===== src/rtl/cfdc_pkg.sv =====
// shared types, constants and crc helper for the command frame deframer
// used by every module in rtl/; depends on nothing
`default_nettype none

package cfdc_pkg;

  // framing constants
  localparam logic [7:0]  START_BYTE = 8'hAA;
  localparam logic [15:0] CRC_INIT   = 16'hFFFF;
  localparam logic [15:0] CRC_POLY   = 16'hA001;

  // configuration register indexes
  localparam int unsigned CFG_INDEX_W = 2;
  localparam logic [CFG_INDEX_W-1:0] REG_SEND_DATA = 2'd0;
  localparam logic [CFG_INDEX_W-1:0] REG_SHUTDOWN  = 2'd1;
  localparam logic [CFG_INDEX_W-1:0] REG_STARTUP   = 2'd2;
  localparam int unsigned CFG_DATA_W = 8;

  // register reset values
  localparam logic [7:0] SEND_DATA_RESET = 8'd3;
  localparam logic [7:0] SHUTDOWN_RESET  = 8'd1;
  localparam logic [7:0] STARTUP_RESET   = 8'd2;

  // command kinds reported on the result
  localparam logic [1:0] KIND_SHUTDOWN = 2'd0;
  localparam logic [1:0] KIND_STARTUP  = 2'd1;
  localparam logic [1:0] KIND_DATA     = 2'd2;

  // result queue between front and back
  localparam int unsigned QUEUE_DEPTH = 2;
  localparam int unsigned QUEUE_PTR_W = $clog2(QUEUE_DEPTH);
  localparam int unsigned QUEUE_CNT_W = $clog2(QUEUE_DEPTH + 1);

  typedef struct packed {
    logic [7:0] rx_byte;
    logic       line_timeout;
  } in_word_t;

  typedef struct packed {
    logic [1:0]         command_kind;
    logic signed [15:0] shunt_current_tenths;
    logic [7:0]         staleness;
  } out_word_t;

  typedef struct packed {
    logic [7:0] send_data_code;
    logic [7:0] shutdown_code;
    logic [7:0] startup_code;
  } cfg_regs_t;

  // crc-16/modbus update by one byte, reflected, eight shift steps
  function automatic logic [15:0] crc_feed(input logic [15:0] crc, input logic [7:0] b);
    logic [15:0] c;
    c = crc ^ {8'h00, b};
    for (int k = 0; k < 8; k++) begin
      c = c[0] ? ((c >> 1) ^ CRC_POLY) : (c >> 1);
    end
    return c;
  endfunction

endpackage

`default_nettype wire


===== src/rtl/cfdc_front.sv =====
// frame parser: start byte hunt, crc accumulation, frame check and classification
// depends on cfdc_pkg; pushes finished commands into the result queue
`default_nettype none

module cfdc_front (
  input  wire logic               clk,
  input  wire logic               rst,
  input  wire logic               take,
  input  wire cfdc_pkg::in_word_t word,
  input  wire cfdc_pkg::cfg_regs_t cfg,
  output logic                    push,
  output cfdc_pkg::out_word_t     push_word
);

  typedef enum logic [6:0] {
    ST_IDLE   = 7'b0000001,
    ST_CMD    = 7'b0000010,
    ST_CUR_HI = 7'b0000100,
    ST_CUR_LO = 7'b0001000,
    ST_STALE  = 7'b0010000,
    ST_CRC_LO = 7'b0100000,
    ST_CRC_HI = 7'b1000000
  } state_t;

  state_t      state, state_next;
  logic [15:0] crc, crc_next;
  logic [7:0]  cmd_byte;
  logic [7:0]  cur_hi, cur_lo, stale;
  logic [7:0]  crc_low;
  logic [15:0] crc_fed;
  logic        crc_ok;

  assign crc_fed = cfdc_pkg::crc_feed(crc, word.rx_byte);
  assign crc_ok  = ({word.rx_byte, crc_low} == crc);

  always_comb begin
    state_next = state;
    crc_next   = crc;
    if (take) begin
      if (word.line_timeout) begin
        state_next = ST_IDLE;
        crc_next   = cfdc_pkg::CRC_INIT;
      end else begin
        unique case (state)
          ST_CMD: begin
            crc_next   = crc_fed;
            state_next = (word.rx_byte == cfg.send_data_code) ? ST_CUR_HI : ST_CRC_LO;
          end
          ST_CUR_HI: begin
            crc_next   = crc_fed;
            state_next = ST_CUR_LO;
          end
          ST_CUR_LO: begin
            crc_next   = crc_fed;
            state_next = ST_STALE;
          end
          ST_STALE: begin
            crc_next   = crc_fed;
            state_next = ST_CRC_LO;
          end
          ST_CRC_LO: begin
            state_next = ST_CRC_HI;
          end
          ST_CRC_HI: begin
            state_next = ST_IDLE;
            crc_next   = cfdc_pkg::CRC_INIT;
          end
          default: begin
            if (word.rx_byte == cfdc_pkg::START_BYTE) begin
              state_next = ST_CMD;
              crc_next   = cfdc_pkg::CRC_INIT;
            end else begin
              state_next = ST_IDLE;
            end
          end
        endcase
      end
    end
  end

  always_ff @(posedge clk) begin
    if (rst) begin
      state <= ST_IDLE;
      crc   <= cfdc_pkg::CRC_INIT;
    end else begin
      state <= state_next;
      crc   <= crc_next;
    end
  end

  // frame bytes, cleared on reset since a late code change can expose them
  always_ff @(posedge clk) begin
    if (rst) begin
      cmd_byte <= '0;
      cur_hi   <= '0;
      cur_lo   <= '0;
      stale    <= '0;
      crc_low  <= '0;
    end else if (take && !word.line_timeout) begin
      if (state == ST_CMD)    cmd_byte <= word.rx_byte;
      if (state == ST_CUR_HI) cur_hi   <= word.rx_byte;
      if (state == ST_CUR_LO) cur_lo   <= word.rx_byte;
      if (state == ST_STALE)  stale    <= word.rx_byte;
      if (state == ST_CRC_LO) crc_low  <= word.rx_byte;
    end
  end

  // classification on the last crc byte, data request wins over control codes
  always_comb begin
    push      = 1'b0;
    push_word = '0;
    if (take && !word.line_timeout && state == ST_CRC_HI && crc_ok) begin
      if (cmd_byte == cfg.send_data_code) begin
        push                           = 1'b1;
        push_word.command_kind         = cfdc_pkg::KIND_DATA;
        push_word.shunt_current_tenths = {cur_hi, cur_lo};
        push_word.staleness            = stale;
      end else if (cmd_byte == cfg.shutdown_code) begin
        push                   = 1'b1;
        push_word.command_kind = cfdc_pkg::KIND_SHUTDOWN;
      end else if (cmd_byte == cfg.startup_code) begin
        push                   = 1'b1;
        push_word.command_kind = cfdc_pkg::KIND_STARTUP;
      end
    end
  end

endmodule

`default_nettype wire


===== src/rtl/cfdc_queue.sv =====
// short result queue between the frame parser and the output stage
// depends on cfdc_pkg for depth and word type
`default_nettype none

module cfdc_queue (
  input  wire logic                clk,
  input  wire logic                rst,
  input  wire logic                push,
  input  wire cfdc_pkg::out_word_t push_word,
  input  wire logic                pop,
  output logic                     full,
  output logic                     nonempty,
  output cfdc_pkg::out_word_t      head
);

  cfdc_pkg::out_word_t                 slots [cfdc_pkg::QUEUE_DEPTH];
  logic [cfdc_pkg::QUEUE_PTR_W-1:0]    wr_ptr, rd_ptr;
  logic [cfdc_pkg::QUEUE_CNT_W-1:0]    count;

  localparam logic [cfdc_pkg::QUEUE_PTR_W-1:0] LAST_SLOT =
    cfdc_pkg::QUEUE_PTR_W'(cfdc_pkg::QUEUE_DEPTH - 1);
  localparam logic [cfdc_pkg::QUEUE_CNT_W-1:0] FULL_COUNT =
    cfdc_pkg::QUEUE_CNT_W'(cfdc_pkg::QUEUE_DEPTH);

  assign full     = (count == FULL_COUNT);
  assign nonempty = (count != '0);
  assign head     = slots[rd_ptr];

  always_ff @(posedge clk) begin
    if (push) slots[wr_ptr] <= push_word;
  end

  always_ff @(posedge clk) begin
    if (rst) begin
      wr_ptr <= '0;
      rd_ptr <= '0;
      count  <= '0;
    end else begin
      if (push) wr_ptr <= (wr_ptr == LAST_SLOT) ? '0 : wr_ptr + 1'b1;
      if (pop)  rd_ptr <= (rd_ptr == LAST_SLOT) ? '0 : rd_ptr + 1'b1;
      if (push && !pop)      count <= count + 1'b1;
      else if (pop && !push) count <= count - 1'b1;
    end
  end

endmodule

`default_nettype wire


===== src/rtl/cfdc_back.sv =====
// output stage: holds one result word until the consumer takes it
// depends on cfdc_pkg; pulls from the result queue
`default_nettype none

module cfdc_back (
  input  wire logic                clk,
  input  wire logic                rst,
  input  wire logic                q_nonempty,
  input  wire cfdc_pkg::out_word_t q_head,
  output logic                     pop,
  output logic                     out_valid,
  input  wire logic                out_ready,
  output cfdc_pkg::out_word_t      out_word
);

  assign pop = q_nonempty && (!out_valid || out_ready);

  always_ff @(posedge clk) begin
    if (rst) begin
      out_valid <= 1'b0;
    end else if (!out_valid || out_ready) begin
      out_valid <= q_nonempty;
    end
  end

  always_ff @(posedge clk) begin
    if (pop) out_word <= q_head;
  end

endmodule

`default_nettype wire


===== src/rtl/command_frame_deframer_crc16_top.sv =====
// command frame deframer with crc-16/modbus check: one received byte per cycle while
// rx_ready is high; a result word passes from the result queue into the output register
// when the output is free; rx_ready drops only while the two-entry result queue is full.
// synchronous active-high reset: parser to start-byte hunt, crc to 0xffff, queue
// and output emptied, config registers to send_data 3, shutdown 1, startup 2.
// depends on cfdc_pkg, cfdc_front, cfdc_queue and cfdc_back
`default_nettype none

module command_frame_deframer_crc16_top (
  input  wire logic                                 clk,
  input  wire logic                                 rst,
  // received byte channel
  input  wire logic                                 rx_valid,
  output logic                                      rx_ready,
  input  wire cfdc_pkg::in_word_t                   rx_word,
  // command result channel
  output logic                                      cmd_valid,
  input  wire logic                                 cmd_ready,
  output cfdc_pkg::out_word_t                       cmd_word,
  // configuration write port
  input  wire logic                                 cfg_we,
  input  wire logic [cfdc_pkg::CFG_INDEX_W-1:0]     cfg_index,
  input  wire logic [cfdc_pkg::CFG_DATA_W-1:0]      cfg_data
);

  cfdc_pkg::cfg_regs_t cfg;
  cfdc_pkg::out_word_t push_word, q_head;
  logic                take, push, pop, q_full, q_nonempty;

  // a byte is taken whenever the queue has room for any result it may close
  assign rx_ready = !q_full;
  assign take     = rx_valid && rx_ready;

  // configuration registers; writes past the register list are dropped
  always_ff @(posedge clk) begin
    if (rst) begin
      cfg.send_data_code <= cfdc_pkg::SEND_DATA_RESET;
      cfg.shutdown_code  <= cfdc_pkg::SHUTDOWN_RESET;
      cfg.startup_code   <= cfdc_pkg::STARTUP_RESET;
    end else if (cfg_we) begin
      unique case (cfg_index)
        cfdc_pkg::REG_SEND_DATA: cfg.send_data_code <= cfg_data;
        cfdc_pkg::REG_SHUTDOWN:  cfg.shutdown_code  <= cfg_data;
        cfdc_pkg::REG_STARTUP:   cfg.startup_code   <= cfg_data;
        default: ;
      endcase
    end
  end

  // front: frame parsing and crc check
  cfdc_front u_front (
    .clk       (clk),
    .rst       (rst),
    .take      (take),
    .word      (rx_word),
    .cfg       (cfg),
    .push      (push),
    .push_word (push_word)
  );

  // queue decouples the parser from output back-pressure
  cfdc_queue u_queue (
    .clk       (clk),
    .rst       (rst),
    .push      (push),
    .push_word (push_word),
    .pop       (pop),
    .full      (q_full),
    .nonempty  (q_nonempty),
    .head      (q_head)
  );

  // back: registered result word
  cfdc_back u_back (
    .clk        (clk),
    .rst        (rst),
    .q_nonempty (q_nonempty),
    .q_head     (q_head),
    .pop        (pop),
    .out_valid  (cmd_valid),
    .out_ready  (cmd_ready),
    .out_word   (cmd_word)
  );

  // output register is empty right after reset
  a_reset_empty: assert property (@(posedge clk) rst |=> !cmd_valid)
    else $error("result valid right after reset");

  // a result is only ever one of the three command kinds
  a_kind_legal: assert property (@(posedge clk) disable iff (rst)
    cmd_valid |-> (cmd_word.command_kind == cfdc_pkg::KIND_SHUTDOWN ||
                   cmd_word.command_kind == cfdc_pkg::KIND_STARTUP ||
                   cmd_word.command_kind == cfdc_pkg::KIND_DATA))
    else $error("illegal command kind");

  // control commands carry an all-zero payload
  a_ctrl_zero: assert property (@(posedge clk) disable iff (rst)
    (cmd_valid && cmd_word.command_kind != cfdc_pkg::KIND_DATA) |->
      (cmd_word.shunt_current_tenths == '0 && cmd_word.staleness == '0))
    else $error("control command with nonzero payload");

  // the parser never pushes into a full queue
  a_no_overflow: assert property (@(posedge clk) disable iff (rst)
    push |-> !q_full)
    else $error("result pushed into full queue");

endmodule

`default_nettype wire

===== config.mk =====
export PLATFORM = sky130hd
export DESIGN_NAME = command_frame_deframer_crc16_top
export DESIGN_NICKNAME = d
export VERILOG_FILES = /design/src/rtl/cfdc_pkg.sv /design/src/rtl/cfdc_front.sv /design/src/rtl/cfdc_queue.sv /design/src/rtl/cfdc_back.sv /design/src/rtl/command_frame_deframer_crc16_top.sv
export SDC_FILE = /design/constraint.sdc
export NUM_CORES = 1
export LEC_CHECK = 0
export ABC_AREA = 1
export CAP_MARGIN = 20
export CELL_PAD_IN_SITES_DETAIL_PLACEMENT = 0
export CELL_PAD_IN_SITES_GLOBAL_PLACEMENT = 2
export CORE_ASPECT_RATIO = 1.75
export CORE_UTILIZATION = 37
export CTS_CLUSTER_DIAMETER = 30
export CTS_CLUSTER_SIZE = 12
export DETAILED_ROUTE_END_ITERATION = 8
export DONT_BUFFER_PORTS = 1
export GPL_TIMING_DRIVEN = 0
export PLACE_DENSITY = 0.83
export RECOVER_POWER = 25
export SLEW_MARGIN = 5
export SYNTH_ARGS = -nofsm -noshare
export SYNTH_HDL_FRONTEND = slang
export SYNTH_HIERARCHICAL = 1
export SYNTH_SLANG_ARGS = --single-unit

===== constraint.sdc =====
create_clock -name clk -period 3.4 [get_ports clk]
set_input_delay 0.34 -clock clk [delete_from_list [all_inputs] [get_ports clk]]
set_output_delay 0.34 -clock clk [all_outputs]
set_load 0.005 [all_outputs]

== Yosys cells after proc, flatten, opt, wreduce, memory -nomap -nowiden ==
Memory sizes are Yosys's and may differ from the RTL's. A register that Yosys moved wholly into a read port is not among the register bits.
Cells that the tools add are included.

* Input port bits: 24
* Memory bits (writable): 52
* Output and inout bits: 28
* Memories: 1
* Register bits: 92
* Logic and storage cells: 101

* $add $sub $neg: 4
* Bitwise logic cells: 9
* Reductions and logical operators: 27
* Eq/ne operators: 16
* Mux-type cells: 30

{| class="wikitable"
|+ Memories
! name !! depth !! bits a word !! rd ports !! clocked after Yosys merged registers in !! wr ports !! line !! RTL
|-
| u_queue.slots || 2 || 26 || 1 || 1 || 1 || cfdc_queue.sv:16 || <nowiki>cfdc_pkg::out_word_t slots [cfdc_pkg::QUEUE_DEPTH];</nowiki>
|}

{| class="wikitable"
|+ Operators with widths
! operator !! number
|-
| two-way mux 16 bit || 10
|-
| one-hot mux 16 bit (3 select lines) || 1
|-
| one-hot mux 7 bit (6 select lines) || 1
|-
| equality test 8 bit || 4
|-
| two-way mux 26 bit || 1
|-
| two-way mux 24 bit || 1
|-
| inverter 2 -> 3 bit || 8
|-
| equality test 16 bit || 1
|-
| AND reduction 2 bit || 8
|-
| bitwise XOR 16 x 8 -> 16 bit || 1
|-
| two-way mux 1 bit || 10
|-
| equality test 8 bit (second input constant) || 1
|-
| two-way mux 2 bit || 4
|-
| equality test 7 x 2 -> 1 bit (second input constant) || 1
|-
| equality test 7 x 3 -> 1 bit (second input constant) || 1
|-
| equality test 7 x 4 -> 1 bit (second input constant) || 1
|-
| equality test 7 x 5 -> 1 bit (second input constant) || 1
|-
| equality test 7 x 6 -> 1 bit (second input constant) || 1
|-
| equality test 7 bit (second input constant) || 1
|-
| logical AND 1 bit || 7
|-
| two-way mux 7 bit || 1
|-
| two-way mux 6 bit || 1
|-
| zero test 1 bit || 5
|-
| equality test 2 bit (second input constant) || 2
|-
| 11 further kinds || 13
|}

== Longest topological paths before layout ==
Gate-level depths: netlist of the first run.

* Word-level depth: 19
* Gate-level depth with buffers: 19
* Gate-level depth less buffers: 18

== By module ==
The synthesis of the first run kept the hierarchy.

{| class="wikitable"
|+ By module, submodules not included
! module !! times used !! cells each !! area each (um2) !! seq. area each (um2)
|-
| cfdc_front || 1 || 479 || 3,619.7 || 1,261.2
|-
| cfdc_queue || 1 || 114 || 2,207.1 || 1,661.6
|-
| command_frame_deframer_crc16_top || 1 || 153 || 1,051.0 || 480.5
|-
| cfdc_back || 1 || 32 || 828.3 || 800.8
|}

== Worst setup path after synthesis of the first run ==
OpenSTA, ideal clock, no wires.

* Kind: reg2reg
* Start point: register u_queue/count[1] (netlist bit)
* End point: memory u_queue/slots[0][0] (netlist bit), enable pin
* Clock period less this slack: 3.187 ns
* Slack: 0.213 ns
* Setup time: 0.409 ns
* Arrival: 2.778 ns
* Cell stages (with the launch flop): 14
* Cell sequence: dfxtp_1 inv_1 nor2_1 nor2_1 inv_2 nor2_4 inv_2 a21oi_2 nand3_1 a211oi_1 nand4_1 nor2_1 inv_1 nor2_1

* Cells in the longest elaborated chain, start to end: 9

{| class="wikitable"
|+ RTL lines
! item !! line !! RTL
|-
| start: declaration || cfdc_queue.sv:18 || <nowiki>logic [cfdc_pkg::QUEUE_CNT_W-1:0] count;</nowiki>
|-
| start signal: assignment || cfdc_queue.sv:41 || <nowiki>if (push && !pop) count <= count + 1'b1;</nowiki>
|-
| start signal: assignment || cfdc_queue.sv:42 || <nowiki>else if (pop && !push) count <= count - 1'b1;</nowiki>
|-
| equality test 2 bit || cfdc_queue.sv:25 || <nowiki>assign full = (count == FULL_COUNT);</nowiki>
|-
| via q_full || command_frame_deframer_crc16_top.sv:28 || <nowiki>logic take, push, pop, q_full, q_nonempty;</nowiki>
|-
| zero test 1 bit || command_frame_deframer_crc16_top.sv:31 || <nowiki>assign rx_ready = !q_full;</nowiki>
|-
| logical AND 1 bit || command_frame_deframer_crc16_top.sv:32 || <nowiki>assign take = rx_valid && rx_ready;</nowiki>
|-
| via take || command_frame_deframer_crc16_top.sv:28 ||
|-
| logical AND 1 bit (3 in series) || cfdc_front.sv:112 || <nowiki>if (take && !word.line_timeout && state == ST_CRC_HI && crc_ok) begin</nowiki>
|-
| two-way mux 1 bit || cfdc_front.sv:112 ||
|-
| via push || command_frame_deframer_crc16_top.sv:28 ||
|-
| two-way mux 1 bit || cfdc_queue.sv:30 || <nowiki>if (push) slots[wr_ptr] <= push_word;</nowiki>
|-
| two-way mux 1 bit (implied by the code) || cfdc_queue.sv:30 ||
|-
| end: declaration || cfdc_queue.sv:16 ||
|}

The timed path passes the listed nets, and every way through them passes these cells.

== Final worst setup path of the first run ==
* Start point: register u_queue/count[1] (netlist bit)
* End point: memory u_queue/slots[1][20] (netlist bit), enable pin

The elaborated chain is that of the path after synthesis.

==> results of run 1 <==
[kinds of logic after synthesis]
| logic type | Yosys count |
|---|---|
| fa+ha+maj | 1 |
| compound gates | 124 |
| simple gates | 269 |
| xor+xnor | 58 |
| buf+inv | 129 |
| flops | 171 |
| mux | 26 |
[area by class of cell]
class	count	area, µm²	share of cell area
Clock inverter	14	176	0.0206
Clock buffer	18	429	0.0502
Multi-Input combinational cell	478	2840	0.332
Timing Repair Buffer	2	25.0	0.00293
Buffer	32	191	0.0224
Tap cell	248	310	0.0363
Sequential cell	171	4200	0.492
Inverter	97	370	0.0433
[cell usage after synthesis, drive strengths merged]
cell	count
xor2	30
buf	22
nand4	10
nor4	11
edfxtp	78
a31oi	1
ha	1
nor3	2
nand3	40
nand2	104
clkbuf	10
mux2	26
dfxtp	93
o31ai	1
nor4b	1
or4	1
o22ai	2
nor2	100
o21ai	58
a211oi	2
a22o	1
a21oi	59
inv	97
xnor2	28
[timing repair]
action | CTS | global route
setup endpoints to repair | 27 | 44
endpoints found under the hold margin | 4 | 0
hold buffers | 1 | 0
resized for setup | 1 | 2
[path summary, 6_finish.rpt]
check	from	to	slack, ns
worst max-delay path	u_queue/count[1]$_SDFFE_PP0P_	u_queue/slots[1][20]$_DFFE_PP_	0.37
worst min-delay path	cfg_data[6]	cfg[6]$_SDFFE_PP0P_	0.04
worst max register to register	u_queue/count[1]$_SDFFE_PP0P_	u_queue/slots[1][20]$_DFFE_PP_	0.37
worst min register to register	u_front/stale[3]$_SDFFE_PP0P_	u_front/stale[3]$_SDFFE_PP0P_	0.45
[power breakdown]
group | switching [mW] | total (mW) | internal [mW]
Sequential | 0.138 | 2.58 | 2.45
Combinational | 0.488 | 0.807 | 0.319
Clock | 0.860 | 1.98 | 1.12
Total | 1.49 | 5.37 | 3.88
[registers in the layout, indices dropped and copies added (netlist names), named ones only]
name and count:
cfg 24, u_front/cur_hi 8, u_front/cmd_byte 8, u_queue/count 2, u_back/out_valid 1, u_front/crc_low 8
u_queue/rd_ptr 1, u_front/crc 16, u_front/stale 8, u_front/cur_lo 8, u_queue/slots 52, u_back/out_word 26
u_queue/wr_ptr 1, u_front/state 7
[through the flow]
stage                     setup slack, ns  TNS [ns]   util  hold slack, ns  instances
after floorplan                     0.213         0      -           0.402        778
after global placement             -0.941    -27.32  0.393           0.407       1026
after detailed placement           -0.133     -3.39  0.395           0.408       1027
after CTS                          0.0568         0  0.425          0.0210       1060
after global routing               0.0576         0  0.419          0.0343       1060
final                               0.369         0  0.419          0.0407       1060
[worst max-delay path, cell delays in order (launching register included)]
cell	delay, ns
dfxtp_1	0.31
inv_1	0.08
nor2_1	0.06
nor2_1	0.24
inv_2	0.15
nor2_4	0.15
inv_2	0.09
a21oi_2	0.10
nand3_1	0.08
a211oi_1	0.18
nand4_1	0.29
nor2_2	0.38
nand2_1	0.14
clkinvlp_4	0.42
[routing by layer]
metal,wire (µm),GRT usage
met5,0,0
met4,631,0.0889
met3,368,0.0339
met2,9590,0.340
met1,6190,0.153
==> metrics, run 1 <==
main combinational cell family by area after synthesis simple AND/OR/NAND/NOR gates; final WL 16800 µm; Compound-Gate Fraction of Synth Area 0.0874; Post-DP Area 8050 µm²; max-capacitance violation count 0; period utilization 0.892; Root Buffer clkbuf_16; CTS sink cnt 171; largest net degree at the start of global routing 29; clk_lat worst skew 0.43 ns; Hold Fails Final Rpt 0; grt ovf 0; crit path kind flop to flop; Power Density 628 nW/µm²; startpoint type of the worst setup path flop; Max-slew headroom 0.394; number of H-tree levels 4; cells after synthesis 778; Syn Area/Cell 9.91 µm²; peak supply drop 0.000252 V; largest cells by area after synthesis edfxtp_1 30%, dfxtp_1 24%, nor2_1 4.6%, nand2_1 4.5%, inv_1 4.1%; Die W 111 µm; post-synthesis mux area share 0.0477; Seq cells post-synth 171; Net Count, Synth 803; worst slew pin tran 0.901 ns; Setup violations, final 0; clock skew 0.0153 ns; yosys warns 6; area grow syn2layout 10.9%; initial antenna violation count 0; Post-layout nets 824; DR iter-0 viols 245; hold depth 2; # Post-CTS Setup Buffers 0; LEAKAGE 3.31 nW; number of library cell types mapped by synthesis 43; Synth Area in Simple Gates 0.170; Req. time, crit path 3.47 ns; DR pass1 iterations 8; FP Rows 69; Final Cell Area 8550 µm²; Pwr Total 5.37 mW; Core Region 20400 µm²; Ant. Diodes 0; routability-driven placement congestion ratio 0.811; via count 5065; violated checks design-rule violations; FMAX 330 MHz; Yosys top cell area share 0.304; I/O Pins 52; Pins Over Slew Limit 0; worst-case reg-to-reg path depth 13; Max clock buf depth 2; cell taking the most area after synthesis edfxtp_1; Port-buffer cells 0; outcome finished with violations; RSZ-0062 raised after global routing no; average wire per standard cell 15.8 µm; total track usage 0.167; DRC 10; FILL cells 2012; CP Capture Type flop; layout cell share with drive strength beyond 1 0.150; clock edge transition at the registers on the reported setup and hold paths 0.07 ns; initial core utilization 0.378; CP Max Fanout 27; Syn Std Cell Area 7710 µm²; vias in the first global route 5079; sequential share of the synthesized area 0.546; CP arrival 3.10 ns; first-pass GRT wire length 26900 µm; Hold WC Path Type input port to flop; Routed Antenna Nets 0; most frequent cells in the layout 93 x nor2_1, 93 x dfxtp_1, 92 x nand2_1; Synth Area in Adders 0.00162; CTS tree done; Die ar. 21400 µm²; Synth Area in XOR/XNOR 0.0679; via-per-instance ratio 4.78; crit path time final 3.03 ns; die height 193 µm; DP HPWL 12700 µm; CTS buffer count 17
(Power assumes the default switching activity.)
==> run 2, diff against run 1 <==
--- a/config.mk
+++ b/config.mk
@@ -16,7 +16,7 @@
 export DETAILED_ROUTE_END_ITERATION = 8
 export DONT_BUFFER_PORTS = 1
 export GPL_TIMING_DRIVEN = 0
-export PLACE_DENSITY = 0.83
+export PLACE_DENSITY = 0.79
 export RECOVER_POWER = 25
 export SLEW_MARGIN = 5
 export SYNTH_ARGS = -nofsm -noshare
==> metrics, run 2 (same netlist as run 1, synthesis figures left out) <==
total track usage 0.167 (about the same); CTS tree done; Die ar. 21400 µm² (unchanged); DR pass1 iterations 6 (-2); die height 193 µm (unchanged); CTS buffer count 17 (unchanged); Post-layout nets 824 (unchanged); Setup TNS 0 ns (unchanged); violated checks design-rule violations; period utilization 0.895 (+0.00301); I/O Pins 52 (unchanged); Hold WC Path Type input port to flop; final WL 16900 µm (+0.96%); met1 Track Usage GR 0.154 (+0.000214); Port-buffer cells 0 (unchanged); routability-driven placement congestion ratio 0.806 (-0.62%); GR Layer Usage met3 0.0380 (+0.00408); gr busiest metal met2; FP Rows 69 (unchanged); startpoint type of the worst setup path flop; Setup violations, final 0 (unchanged); layout cell share with drive strength beyond 1 0.153 (+0.00246); Root Buffer clkbuf_16; largest net degree at the start of global routing 29 (unchanged); worst slew pin tran 0.837 ns (-0.0640 ns); Req. time, crit path 3.54 ns (+0.07 ns); Power Density 621 nW/µm² (-1.2%); most frequent cells in the layout 93 x nor2_1, 93 x dfxtp_1, 92 x nand2_1; clk_lat worst skew 0.44 ns (about the same); top flop regs u_queue/slots: 52 flops, u_back/out_word: 26 flops, cfg: 24 flops; Max-slew headroom 0.441 (+0.0470); first-pass GRT wire length 26700 µm (-0.69%); CP arrival 3.18 ns (+0.08 ns); final core utilization 0.418 (-0.00135); initial core utilization 0.378 (unchanged); DP HPWL 12900 µm (+1.6%); Routed Antenna Nets 0 (unchanged); LEAKAGE 3.30 nW (-0.27%); Max clock buf depth 2 (unchanged); clock skew 0.0101 ns (-0.00523 ns); CP Max Fanout 19 (-30%); peak supply drop 0.000246 V (-2.1%); CP Capture Type flop; Pins Over Slew Limit 0 (unchanged); initial antenna violation count 0 (unchanged); Hold Fails Final Rpt 0 (unchanged); max reg flops 52 (unchanged); Hold Crit Start cfg_data[6]; average wire per standard cell 16.0 µm (+0.96%); via count 5120 (+1.1%); crit path time final 3.04 ns (+0.0102 ns); Top reg by flops u_queue/slots; CTS sink cnt 171 (unchanged); RSZ-0062 raised after global routing no; outcome finished with violations; grt ovf 0 (unchanged); via-per-instance ratio 4.83 (+1.1%); crit path kind flop to flop; DR iter-0 viols 241 (-1.6%); crit path from u_queue/count[1]$_SDFFE_PP0P_; RR Startpoint u_queue/count[1]$_SDFFE_PP0P_; area grow syn2layout 10.5%; clock edge transition at the registers on the reported setup and hold paths 0.07 ns (about the same); DRC 10 (unchanged); M2 GR Usage 0.341 (about the same); number of H-tree levels 4 (unchanged); FMAX 329 MHz (-0.34%); Ant. Diodes 0 (unchanged); Core Region 20400 µm² (unchanged); max-capacitance violation count 0 (unchanged); vias in the first global route 5044 (-0.69%); Die W 111 µm (unchanged)
==> run 2: per-stage QoR <==
step,hold WS [ns],setup slack [ns],power (mW),instances,area [µm²]
4_1_cts,0.0183,0.0423,5.43,1060,8640
3_5_place_dp,0.407,-0.168,3.53,1027,8050
2_1_floorplan,0.402,0.213,3.34,778,7710
3_3_place_gp,0.408,-0.870,3.51,1026,8020
6_report,0.0361,0.358,5.29,1060,8520
5_1_grt,0.0140,0.0596,5.52,1060,8520
==> run 2: cell type report <==
class,count,area [µm²]
fillers,1996,11900
repair buffers,2,25.0
flip-flops and latches,171,4200
multi-input cells,478,2840
well taps,248,310
clock inverters,14,139
clock buffers,18,439
inverters,97,370
plain buffers,32,191
==> run 2: worst paths after layout <==
check                                         to  slack (ns)  cells past startpoint
setup / recovery  u_queue/slots[0][17]$_DFFE_PP_        0.36                     14
hold / removal              cfg[14]$_SDFFE_PP0P_        0.04                      2
setup reg to reg  u_queue/slots[0][17]$_DFFE_PP_        0.36                     14
hold reg to reg    u_front/stale[3]$_SDFFE_PP0P_        0.46                      2
==> run 2: power breakdown <==
part | switching [mW] | internal (mW)
Combinational | 0.490 | 0.318
Clock | 0.894 | 1.00
Sequential | 0.138 | 2.45
Total | 1.52 | 3.76
==> run 2: repair_timing <==
item	4_1_cts	5_1_grt
resized for setup	1	2
setup endpoints to repair	27	45
hold endpoints to repair	4	0
pin swaps	0	0
hold buffers	1	0
setup buffers	0	0
==> run 2: worst max-delay path, stage by stage (launching register included) <==
cell	delay, ns
dfxtp_1	0.31
inv_1	0.09
nor2_1	0.06
nor2_1	0.26
inv_2	0.15
nor2_4	0.14
inv_2	0.09
a21oi_2	0.10
nand3_1	0.08
a211oi_1	0.20
nand4_1	0.30
nor2_4	0.29
inv_1	0.08
nor2_2	0.35
buf_8	0.24
==> run 2: per-layer routing <==
metal	routed length [µm]	vias up	share of wire
met4	463	0	0.027
met5	0	-	0
met3	455	23	0.027
met1	6180	2404	0.36
met2	9850	89	0.58
li1	-	2604	-
==> run 3, diff against run 2 <==
--- a/config.mk
+++ b/config.mk
@@ -5,7 +5,7 @@
 export SDC_FILE = /design/constraint.sdc
 export NUM_CORES = 1
 export LEC_CHECK = 0
-export ABC_AREA = 1
+export BUFFER_PORTS_ARGS = -buffer_cell sky130_fd_sc_hd__buf_2
 export CAP_MARGIN = 20
 export CELL_PAD_IN_SITES_DETAIL_PLACEMENT = 0
 export CELL_PAD_IN_SITES_GLOBAL_PLACEMENT = 2
@@ -14,12 +14,10 @@
 export CTS_CLUSTER_DIAMETER = 30
 export CTS_CLUSTER_SIZE = 12
 export DETAILED_ROUTE_END_ITERATION = 8
-export DONT_BUFFER_PORTS = 1
 export GPL_TIMING_DRIVEN = 0
-export PLACE_DENSITY = 0.79
+export PLACE_DENSITY = 0.8
 export RECOVER_POWER = 25
 export SLEW_MARGIN = 5
 export SYNTH_ARGS = -nofsm -noshare
 export SYNTH_HDL_FRONTEND = slang
-export SYNTH_HIERARCHICAL = 1
 export SYNTH_SLANG_ARGS = --single-unit
==> metrics, run 3 <==
average wire per standard cell 16.7 µm (+4.5%); Reg power frac 0.494 (+0.005); cells after synthesis 623 (-20%); worst-case reg-to-reg path depth 6 (-8); most frequent cells in the layout 92 x dfxtp_1, 78 x edfxtp_1, 50 x nor2_1; period utilization 0.859 (-0.0352); FF-to-FF setup slack 0.48 ns (+0.12 ns); number of library cell types mapped by synthesis 51 (+19%); switching power 0.954 mW (-37%); Syn Std Cell Area 7280 µm² (-5.5%); clock share of power 0.462 (+0.104); outcome finished clean; total track usage 0.166 (-0.000958); RSZ-0062 raised after global routing no; CP Capture Type flop; CTS buffer count 17 (unchanged); commonest non-fill, non-tap cell in the layout dfxtp_1; CTS resizes 0 (-1); crit path kind flop to flop; via count 4661 (-9.0%); Hold Crit Start cfg_data[1]; Req. time, crit path 3.53 ns (about the same); LEAKAGE 2.92 nW (-12%); CP arrival 3.05 ns (-0.13 ns); Switching Share 0.220 (-0.0676); Pins Over Slew Limit 0 (unchanged); fraction of registers with async set/reset 0 (unchanged); FP Rows 67 (-2.9%); Net Count, Synth 648 (-19%); grt ovf 0 (unchanged); FILL cells 1789 (-10%); DR pass1 iterations 4 (-2); Ant. Diodes 0 (unchanged); hold endpoint cfg[17]$_SDFFE_PP1P_; top-count cell post-synth dfxtp_1; crit path time final 2.92 ns (-0.120 ns); via-per-instance ratio 4.95 (+2.4%); Core Region 19200 µm² (-5.8%); Max clock buf depth 2 (unchanged); DRC 0 (-10); first-pass GRT wire length 25000 µm (-6.5%); Post-synth EDFFs 78 (unchanged); Routed Antenna Nets 0 (unchanged); RR Startpoint u_front.crc[6]$_SDFFE_PP1P_; peak supply drop 0.000244 V (-0.89%); yosys warns 0 (-6); initial antenna violation count 0 (unchanged); CTS sink cnt 170 (-0.58%); Seq cells post-synth 170 (-0.58%); top flop regs u_queue.slots: 52 flops, u_back.out_word: 26 flops, cfg: 24 flops; Hold WC Path Type input port to flop; Root Buffer clkbuf_16; final core utilization 0.440 (+0.0219); dpl cells 908 (-12%); max reg flops 52 (unchanged); max-capacitance violation count 0 (unchanged); Yosys top cell area share 0.322 (+0.0176); largest cells by area after synthesis edfxtp_1 32%, dfxtp_1 25%, mux2i_1 5.6%, xor2_1 5.5%, mux2_2 4.0%; layout cell share with drive strength beyond 1 0.161 (+0.00849); final WL 15700 µm (-7.1%); area grow syn2layout 16.0%; initial core utilization 0.379 (+0.00117); cell taking the most area after synthesis edfxtp_1; startpoint type of the worst setup path flop; die height 188 µm (-2.8%); clock skew 0.0125 ns (+0.00246 ns); Die W 108 µm (-2.7%); Post-synth top cells 92 x dfxtp_1, 78 x edfxtp_1, 50 x nor2_1, 46 x xor2_1; Syn Area/Cell 11.7 µm² (+18%); Die ar. 20300 µm² (-5.4%); vias in the first global route 4772 (-5.4%); clock edge transition at the registers on the reported setup and hold paths 0.07 ns (about the same); Max-slew headroom 0.238 (-0.203); routability-driven placement congestion ratio 0.811 (+0.65%); Pint 3.38 mW (-10%); Final Non-Filler Cells 942 (-11%); reg2reg end u_queue.slots[0][9]$_DFFE_PP_; CTS tree done; Post-CTS Hold Fix Bufs 0 (-1); CP Max Fanout 19 (unchanged); FMAX 342 MHz (+4.1%); Setup violations, final 0 (unchanged); crit path from u_front.crc[6]$_SDFFE_PP1P_; DR iter-0 viols 143 (-41%); clk_lat worst skew 0.43 ns (about the same); ys flop type dfxtp_1; Power Density 513 nW/µm² (-17%); Pwr Total 4.33 mW (-18%); hold depth 2 (unchanged); Top reg by flops u_queue.slots; combinational share of power 0.044 (-0.109); I/O Pins 52 (unchanged); sequential share of the synthesized area 0.574 (+0.0289); number of H-tree levels 4 (unchanged); Post-layout nets 713 (-13%); largest net degree at the start of global routing 28 (-3.4%); # Post-CTS Setup Buffers 0 (unchanged); Port-buffer cells 43 (+43); DP HPWL 11600 µm (-10%); Hold Fails Final Rpt 0 (unchanged); worst slew pin tran 1.14 ns (+0.306 ns)
[run 3: worst max-delay path: stages, from the launching register on]
cell,delay [ns]
dfxtp_1,0.34
xor2_1,0.17
nor4_1,0.47
nand4_1,0.31
a211oi_1,0.54
nor2b_2,0.53
buf_8,0.24
[run 3: final cells by class]
type	count	area, µm²	area share
sequential	170	4180	0.495
inverter	5	18.8	0.00222
tap	241	302	0.0357
buffer	38	201	0.0238
multi-input combinational	410	2880	0.341
timing repair buffer	46	248	0.0293
clock buffer	18	429	0.0508
clock inverter	14	183	0.0216
[run 3: cell families after synthesis]
kind of cell    after synthesis  share of synthesized area
buf+inv                      43                     0.0302
simple gates                200                      0.145
flops                       170                      0.574
compound gates               68                     0.0603
xor+xnor                     74                     0.0919
mux                          67                     0.0965
fa+ha+maj                     1                    0.00172
[run 3: how the worst max path moves through the flow]
stage | to | slack, ns | cells past startpoint
floorplan | u_queue.slots[0][0]$_DFFE_PP_ | 0.34 | 5
global placement | u_queue.slots[0][8]$_DFFE_PP_ | -0.85 | 6
detailed placement | u_queue.slots[1][8]$_DFFE_PP_ | -0.09 | 6
CTS | u_queue.slots[1][14]$_DFFE_PP_ | 0.15 | 5
global route | u_queue.slots[0][8]$_DFFE_PP_ | 0.27 | 6
finish | u_queue.slots[0][9]$_DFFE_PP_ | 0.48 | 6
[run 3: stage by stage]
step	setup TNS, ns	instance area, µm²	setup slack (ns)	hold WS, ns
2_1_floorplan	0	7280	0.336	0.432
3_3_place_gp	-24.21	7800	-0.854	0.441
3_5_place_dp	-2.34	7820	-0.0925	0.443
4_1_cts	0	8430	0.148	0.114
5_1_grt	0	8450	0.269	0.135
6_report	0	8450	0.478	0.130
[run 3: power by group through the flow]
stage / sequential [mW] / clock [mW] / combinational [mW]
6_report: 2.14 / 2.00 / 0.191
3_3_place_gp: 2.18 / 0 / 0.189
3_5_place_dp: 2.18 / 0 / 0.191
2_1_floorplan: 2.18 / 0 / 0.132
5_1_grt: 2.14 / 2.12 / 0.206
4_1_cts: 2.14 / 2.05 / 0.193
[run 3: metal layers]
metal	track usage	up-vias	wire, µm	part of all wire
li1	-	2318	-	-
met1	0.162	2216	5750	0.36
met2	0.316	97	8920	0.57
met3	0.0334	30	522	0.033
met4	0.0901	0	562	0.036
met5	0	-	0	0
